[config.mk]
export PLATFORM = sky130hd
export DESIGN_NAME = rqce_ram
export DESIGN_NICKNAME = d
export VERILOG_FILES = /design/src/sv/rqce_ram.sv
export SDC_FILE = /design/constraint.sdc
export NUM_CORES = 1
export LEC_CHECK = 0
export BUFFER_PORTS_ARGS = -buffer_cell sky130_fd_sc_hd__buf_2
export CAP_MARGIN = 25
export CORE_ASPECT_RATIO = 1.75
export CORE_UTILIZATION = 49
export CTS_CLUSTER_DIAMETER = 120
export DETAILED_ROUTE_END_ITERATION = 12
export GPL_TIMING_DRIVEN = 1
export PLACE_DENSITY = 0.71
export REMOVE_ABC_BUFFERS = 1
export SYNTH_ARGS = -nofsm -noshare
export SYNTH_HDL_FRONTEND = slang
export SYNTH_SLANG_ARGS = --single-unit
[constraint.sdc]
create_clock -name clk -period 3.1 [get_ports clk]
set_input_delay 0.465 -clock clk [delete_from_list [all_inputs] [get_ports clk]]
set_output_delay 0.465 -clock clk [all_outputs]
set_load 0.02 [all_outputs]
[src/sv/rqce_ram.sv]
// Generic single-write, single-read RAM with registered read data.
module rqce_ram #(
  parameter int WIDTH = 32,
  parameter int DEPTH = 35
) (
  input  logic                     clk,
  input  logic                     we,
  input  logic [$clog2(DEPTH)-1:0] waddr,
  input  logic [WIDTH-1:0]         wdata,
  input  logic                     re,
  input  logic [$clog2(DEPTH)-1:0] raddr,
  output logic [WIDTH-1:0]         rdata
);

  logic [WIDTH-1:0] mem [DEPTH];

  always_ff @(posedge clk) begin
    if (we) begin
      mem[waddr] <= wdata;
    end
    if (re) begin
      rdata <= mem[raddr];
    end
  end

endmodule

==> results.json <==
{
  "dp_hpwl_um": 65720,
  "grt_antenna_before_repair": 5,
  "path_delay_family": "simple AND/OR/NAND/NOR gates",
  "vias": 23860,
  "postCtsHoldBufs": 0,
  "cts-root-buf": "clkbuf_16",
  "synthDistinctLibCells": 27,
  "met3_length_um": 8696,
  "numCtsBuffers": 94,
  "globalplace.congestion": 0.8178,
  "synth_commonest_cells": "edfxtp_1 (1152), mux2i_1 (544), a22oi_1 (128)",
  "r2r_slack_ps": 1190,
  "grt_max_degree": 62,
  "timing.fmax_ghz": 0.5111,
  "slew_headroom": 0.3469,
  "vias_per_cell": 6.252,
  "wire_per_inst_um": 30.78,
  "seq_area_um2": 34590,
  "min_from": "wdata[12]",
  "grt-ovfl-total": 0,
  "grt_pass1_vias": 24320,
  "met2_length_um": 60000,
  "drive_above_1_share": 0.1819,
  "chipWidth_um": 231.1,
  "setup_viol": 0,
  "p_total_w": 0.03084,
  "die_y_um": 402.8,
  "startpoint_type": "primary input",
  "cp.required_ps": 3520,
  "synthTopCellsByArea": "edfxtp_1 (77%), mux2i_1 (12%), a22oi_1 (2.1%)",
  "outcome": "complete, no violations",
  "slowest_delay_ps": 770,
  "worst_path_max_delay_cell": "nand2b_2",
  "hold_path_depth": 1,
  "cp-end-kind": "flop",
  "p_leak_nw": 17.50,
  "rsz0062_at_grt": "no",
  "crit_buf_inv": 2,
  "drt-met1-wl_um": 42560,
  "final_util": 0.5603,
  "grt_usage": 0.2532,
  "hold_viol_final": 0,
  "first_pass_iters": 6,
  "synth_cells": 2379,
  "grt_pass1_wl_um": 166600,
  "syn_area_um2": 44990,
  "clock_sinks": 1152,
  "post_cts_resize_count": 0,
  "regToRegStartpoint": "mem[1][29]",
  "yosysMostFrequentCell": "edfxtp_1",
  "nNetsFinal": 2598,
  "path_cells": "buf_2 -> nand2b_2 -> buf_4 -> o22ai_1 -> o41ai_2",
  "cts_tree": "built",
  "initial_core_util": 0.4955,
  "path_clk_slew_ps": 70,
  "drv_cap": 0,
  "synth_seq_area_share": 0.7689,
  "drt_iter0_markers": 2595,
  "reg2reg_depth": 5,
  "power_per_cell_area_nw_per_um2": 606.3,
  "dieArea_um2": 93080,
  "ys.flop_type": "edfxtp_1",
  "r2r-end": "rdata[29]",
  "synth_top_area_cell": "edfxtp_1",
  "synthDominantCellAreaShare": 0.7689,
  "yosys_warnings": 0,
  "clock_skew_ps": 26.39,
  "row_count": 146,
  "ir_worst_vdd_v": 0.0004343,
  "worstSetupPathType": "in2reg",
  "synth_edf_count": 1152,
  "routed.top_layer": "met5",
  "postRouteAntennaNets": 0,
  "fp.coreArea_um2": 90790,
  "async_flop_share": 0,
  "critPathMaxFanout": 19,
  "insertion_delay_ps": 690,
  "drcViolationCount": 0,
  "synth-seq-cells": 1152,
  "placedCellCount": 3639,
  "cts_buffer_depth": 3,
  "critical_path_arrival_ps": 2380,
  "multi_input_area_um2": 9844,
  "worst_slew_pin_slew_ps": 979.6,
  "avgSynthCellArea_um2": 18.91,
  "syn_to_final_growth_pct": 13.07,
  "period_minus_slack_ps": 1957,
  "portBuffers": 78,
  "finalCritPeriodShare": 0.6312,
  "drt_wl_total_um": 117500,
  "post_cts_buffers": 0,
  "htreeDepth": 3,
  "n_fill_cell": 6641,
  "drv_slew": 0,
  "stdcell_count": 3816,
  "ios": 79,
  "hold_end": "mem[24][12]",
  "hp-class": "in2reg"
}
area by class of cell:
type,count,share of cell area
Clock buffer,116,0.04828
Tap cell,1184,0.02912
Antenna cell,4,0.0001968
Sequential cell,1152,0.6801
Timing Repair Buffer,220,0.03827
Clock inverter,57,0.01053
Multi-Input combinational cell,1083,0.1935
kinds of logic (layout without fill, tap and decap cells):
group                  count (synthesis)  in the layout  synth area share
AOI/OAI and AO/OA                    416            416           0.07979
buffers and inverters                144            393           0.01883
DFF                                 1152           1152            0.7689
muxes                                544            544            0.1210
other                                  0              4                 0
and+or+nand+nor                      123            123           0.01143
layer usage:
metal,global-route usage,up-vias
li1,-,10060
met1,0.3049,12360
met2,0.4375,1115
met3,0.03662,325
met4,0.1358,6
met5,0,-
per-stage QoR:
| stage | setup TNS [ps] | worst slack [ps] | hold slack (ps) | instance area (µm²) |
|---|---|---|---|---|
| after floorplan | -118090 | -3721 | 563.9 | 44140 |
| after global placement | 0 | 473.4 | 607.5 | 47870 |
| after detailed placement | 0 | 440.2 | 617.0 | 47870 |
| after CTS | 0 | 1165 | 240.2 | 50860 |
| after global routing | 0 | 1064 | 282.8 | 50860 |
| final | 0 | 1143 | 280.4 | 50870 |
where the power goes:
part	leakage, nW	switching, W	internal, W
clock	1.46	0.00539	0.00641
sequential	10.4	0.0000484	0.0173
combinational	5.65	0.00111	0.000602
how the worst max path moves through the flow:
stage | from | to | depth (start not counted)
2_1_floorplan | raddr[1] | rdata[30] | 5
3_3_place_gp | raddr[4] | rdata[29] | 5
3_5_place_dp | raddr[0] | rdata[0] | 7
4_1_cts | mem[1][29] | rdata[29] | 5
5_1_grt | raddr[0] | rdata[29] | 7
6_report | raddr[4] | rdata[29] | 5
state kept, by name, summed over array words and instances, names as in the netlist:
name,flops
mem,1120
rdata,32
placed cells by master, fill, tap and decap left out, types with 2 or more instances in the layout:
master,netlist,layout
mux2i_1,544,544
a22o_1,64,64
clkinv_2,0,17
a21oi_1,64,64
o41ai_2,32,32
clkinvlp_4,0,4
bufinv_16,0,9
o21ai_0,32,32
a22oi_1,128,128
inv_6,0,3
nand2b_2,0,2
clkinv_4,0,2
or3b_2,2,2
nor2_1,38,2
a221oi_2,49,49
buf_4,37,106
diode_2,0,4
nand3b_1,5,5
buf_12,0,38
nand3_1,3,3
nor2b_4,0,2
edfxtp_1,1152,1152
clkbuf_1,61,21
o22ai_1,32,32
buf_2,11,75
nor2_4,0,36
clkinv_1,0,20
clkbuf_16,0,95
nand2_1,67,66
a221oi_1,15,15
Note: power is estimated with default switching activity, not from simulation.
