## src/sv/rqce_pkg.sv

```systemverilog
// Shared constants, types and the monomial table of the ray quartic expansion block.
package rqce_pkg;

  localparam int NUM_COEFS      = 35;
  localparam int COEF_WIDTH_DEF = 32;
  localparam int TERM_N         = 5;
  localparam int LIMB_W         = 32;
  localparam int LIMB_N         = 6;
  localparam int ACC_W          = LIMB_W * LIMB_N;
  localparam int OUT_W          = 64;
  localparam int FRAC_DROP      = 48;
  localparam int TOL_W          = 33;
  localparam int COORD_W        = 32;
  localparam int PROD_W         = 65;

  localparam logic [TOL_W-1:0]   TOL_RESET = 33'd4294967;
  localparam logic [COORD_W-1:0] ONE_Q16   = 32'h0001_0000;
  localparam logic [OUT_W-1:0]   SAT_MAX   = 64'h7FFF_FFFF_FFFF_FFFF;
  localparam logic [OUT_W-1:0]   SAT_MIN   = 64'h8000_0000_0000_0000;

  localparam logic ACT_LOAD = 1'b0;
  localparam logic ACT_RAY  = 1'b1;

  typedef logic [1:0] mono_var_t;

  localparam mono_var_t VX = 2'd0;
  localparam mono_var_t VY = 2'd1;
  localparam mono_var_t VZ = 2'd2;
  localparam mono_var_t VW = 2'd3;

  // Each coefficient's monomial as four linear factors; the homogeneous
  // variable stands for a constant one with no direction part.
  localparam mono_var_t MONO_VAR [NUM_COEFS][4] = '{
    '{VX, VX, VX, VX}, '{VX, VX, VX, VY}, '{VX, VX, VX, VZ}, '{VX, VX, VX, VW},
    '{VX, VX, VY, VY}, '{VX, VX, VY, VZ}, '{VX, VX, VY, VW}, '{VX, VX, VZ, VZ},
    '{VX, VX, VZ, VW}, '{VX, VX, VW, VW}, '{VX, VY, VY, VY}, '{VX, VY, VY, VZ},
    '{VX, VY, VY, VW}, '{VX, VY, VZ, VZ}, '{VX, VY, VZ, VW}, '{VX, VY, VW, VW},
    '{VX, VZ, VZ, VZ}, '{VX, VZ, VZ, VW}, '{VX, VZ, VW, VW}, '{VX, VW, VW, VW},
    '{VY, VY, VY, VY}, '{VY, VY, VY, VZ}, '{VY, VY, VY, VW}, '{VY, VY, VZ, VZ},
    '{VY, VY, VZ, VW}, '{VY, VY, VW, VW}, '{VY, VZ, VZ, VZ}, '{VY, VZ, VZ, VW},
    '{VY, VZ, VW, VW}, '{VY, VW, VW, VW}, '{VZ, VZ, VZ, VZ}, '{VZ, VZ, VZ, VW},
    '{VZ, VZ, VW, VW}, '{VZ, VW, VW, VW}, '{VW, VW, VW, VW}
  };

  typedef enum logic [8:0] {
    ST_IDLE  = 9'b000000001,
    ST_FETCH = 9'b000000010,
    ST_COEF  = 9'b000000100,
    ST_MUL   = 9'b000001000,
    ST_DRAIN = 9'b000010000,
    ST_WB    = 9'b000100000,
    ST_ACC   = 9'b001000000,
    ST_FIN   = 9'b010000000,
    ST_OUT   = 9'b100000000
  } state_t;

endpackage

```

## src/sv/rqce_mul.sv

```systemverilog
// Shared registered signed multiplier: one limb times one coordinate per cycle while en is high.
module rqce_mul (
  input  logic                               clk,
  input  logic                               en,
  input  logic signed [rqce_pkg::LIMB_W:0]   a,
  input  logic signed [rqce_pkg::COORD_W-1:0] b,
  output logic signed [rqce_pkg::PROD_W-1:0] prod_r
);

  always_ff @(posedge clk) begin
    if (en) begin
      prod_r <= a * b;
    end
  end

endmodule

```

## config.mk

```make
export PLATFORM = sky130hd
export DESIGN_NAME = rqce_mul
export DESIGN_NICKNAME = d
export VERILOG_FILES = /design/src/sv/rqce_pkg.sv /design/src/sv/rqce_mul.sv
export SDC_FILE = /design/constraint.sdc
export NUM_CORES = 2
export LEC_CHECK = 0
export ABC_AREA = 1
export BUFFER_PORTS_ARGS = -buffer_cell sky130_fd_sc_hd__buf_2
export CAP_MARGIN = 20
export CORE_MARGIN = 1.5
export CORE_UTILIZATION = 55
export DETAILED_ROUTE_END_ITERATION = 16
export HOLD_SLACK_MARGIN = 0.08
export PLACE_DENSITY_LB_ADDON = 0.1
export SYNTH_ARGS = -nofsm -noshare
export SYNTH_HDL_FRONTEND = slang
export SYNTH_SLANG_ARGS = --single-unit
```

## constraint.sdc

```tcl
create_clock -name clk -period 22.9 [get_ports clk]
set_input_delay 4.58 -clock clk [delete_from_list [all_inputs] [get_ports clk]]
set_output_delay 4.58 -clock clk [all_outputs]
set_load 0.005 [all_outputs]
```

==> impl_metrics.tcl <==
set metrics [dict create \
    slowest_stage "fa_1" \
    vias 31300 \
    timing.fmax_ghz 0.0809 \
    synth-edff-count 65 \
    post_cts_resized 0 \
    critPathMaxStageDelay_ns 0.93 \
    die_h_um 279 \
    grt_overflow 0 \
    cp_max_fo 33 \
    rsz0062_at_grt "no" \
    regMostFlops "prod_r" \
    post_cts_buffers 0 \
    ys_ff_latch 65 \
    async_flop_share 0 \
    cts_buffers 9 \
    drcViolationCount 0 \
    outcome "finished, final reports clean" \
    synth_top_family_by_area "adder cells" \
    whs_path_depth 4 \
    cts_sinks 65 \
    synth_mux_area_frac 0 \
    root_buffer "clkbuf_16" \
    area_delta_synth_final_pct 3.36 \
    critPathKind "input port to flop" \
    clk_path_buf_depth 2 \
    min_period_ns 12.37 \
    dieWidth_um 279 \
    vias_per_cell 5.06 \
    gr-usage-all-layers 0.318 \
    yosys_warnings 0 \
    ys.flop_type "edfxtp_1" \
    final_net_count 6557 \
    setup_viol 0 \
    synth_cell_types 35 \
    worstMarginPinSlew_ns 0.952 \
    htree_num_levels 3 \
    layout_commonest_cell "inv_1" \
    cts_tree "built" \
    grt_pass1_wl_um 189000 \
    wl_um 115000 \
    layout-drive-gt1-share 0.0393 \
    drtIter0Drc 2257 \
    ant_nets 0 \
    io_buffers 131 \
    synthSimpleGateAreaFrac 0.170 \
    placed_area_mm2 0.0430 \
    synth_cells 5265 \
    clk_pin_slew_ns 0.06 \
    firstDrtPassIters 6 \
    start_kind "input port" \
    die-area_mm2 0.0778 \
    stdcell_area_mm2 0.0433 \
    critical_path_required_ns 23.00 \
    maxSlewViolCount 0 \
    setup-tns-final_ns 0 \
    synth_compound_gate_area_share 0.0126 \
    start_util 0.553 \
    cp_num_cells 25 \
    drv_cap 0 \
    hold_path_class "input port to flop" \
    critPathTopFamily "adder cells" \
    seq_area_frac_synth 0.0466 \
    post-route-period-util 0.540 \
    slew_headroom 0.365 \
    design.core.area_mm2 0.0757 \
    synthAdderAreaFrac 0.587 \
    synth-xor-area-share 0.00732 \
    hold_buffers 0 \
    path_buf_inv 8 \
    hold_viol 0 \
    antenna_found_initial 7 \
    arrival_ns 12.47 \
    critPathCaptureType "flop" \
    wire_per_inst_um 18.6 \
    synth_area_mm2 0.0419 \
    grt_max_degree 66 \
    mostFrequentLayoutCells "inv_1 (1744), nand2_1 (1518), fa_1 (1112), ha_1 (186), buf_2 (131)" \
    synth_nets 6630 \
    fp-row-count 101 \
    synth.avg_cell_area_um2 7.96 \
    reg_top3 "prod_r (65)" \
    largest_reg_flops 65 \
    dp_hpwl_um 97300 \
    path_common_cell "fa_1" \
    io-pin-count 132 \
    gp_congestion 0.957 \
    grt_pass1_vias 33800 \
]
## cells in the mapped netlist (3+ instances only)
master	n	area [um2]
nand3b_1	3	22.5
fa_1	1112	22300
nor2_2	10	62.6
nand3_1	76	380
inv_2	3	11.3
nand2_2	12	75.1
o21ai_0	15	75.1
edfxtp_1	65	1950
nand2_1	1518	5700
ha_1	186	2330
inv_1	1744	6550
nor3_2	4	40.0
o21bai_1	14	105
nor4_1	5	31.3
a21oi_1	61	305
buf_1	4	15.0
nor3_1	5	25.0
or2_2	5	31.3
nand4_1	21	131
nor2_1	124	465
nand3_2	7	70.1
xnor2_1	3	26.3
xor2_1	32	280
clkbuf_1	222	833
## area by class of cell
type	count	area, um2
Timing Repair Buffer	142	738
Inverter	1747	6560
Sequential cell	65	1950
Fill cell	7138	32400
Multi-Input combinational cell	3227	32500
Clock inverter	6	60.1
Tap cell	978	1220
Clock buffer	9	225
Antenna cell	3	7.51
## layer usage
| layer | vias up | global-route usage | part of all wire |
|---|---|---|---|
| li1 | 14200 | - | - |
| met3 | 205 | 0.0413 | 0.063 |
| met5 | - | 0 | 0.00050 |
| met4 | 8 | 0.103 | 0.037 |
| met1 | 15900 | 0.422 | 0.40 |
| met2 | 982 | 0.543 | 0.50 |
## kinds of logic after synthesis
kind of cell | after synthesis
compound gates | 96
xor+xnor | 35
fa+ha+maj | 1298
buf+inv | 1973
flops | 65
simple gates | 1798
## through the flow
step                      hold WS (ns)  cells  worst slack (ns)  utilization
final                             4.91   6177             10.53        0.572
after global routing              4.92   6177              9.98        0.572
after CTS                         4.91   6174             10.54        0.572
after detailed placement          4.97   6159             10.20        0.568
after global placement            4.97   6159             10.28        0.568
after floorplan                   4.69   5265             11.37            -
## final timing paths
check,from,end,slack [ns]
setup / recovery,b[5],prod_r[53],10.53
hold / removal,b[0],prod_r[0],4.91
Power is not shown: default switching activity piles up to over one toggle a cycle in this logic, so the estimate is an artifact.
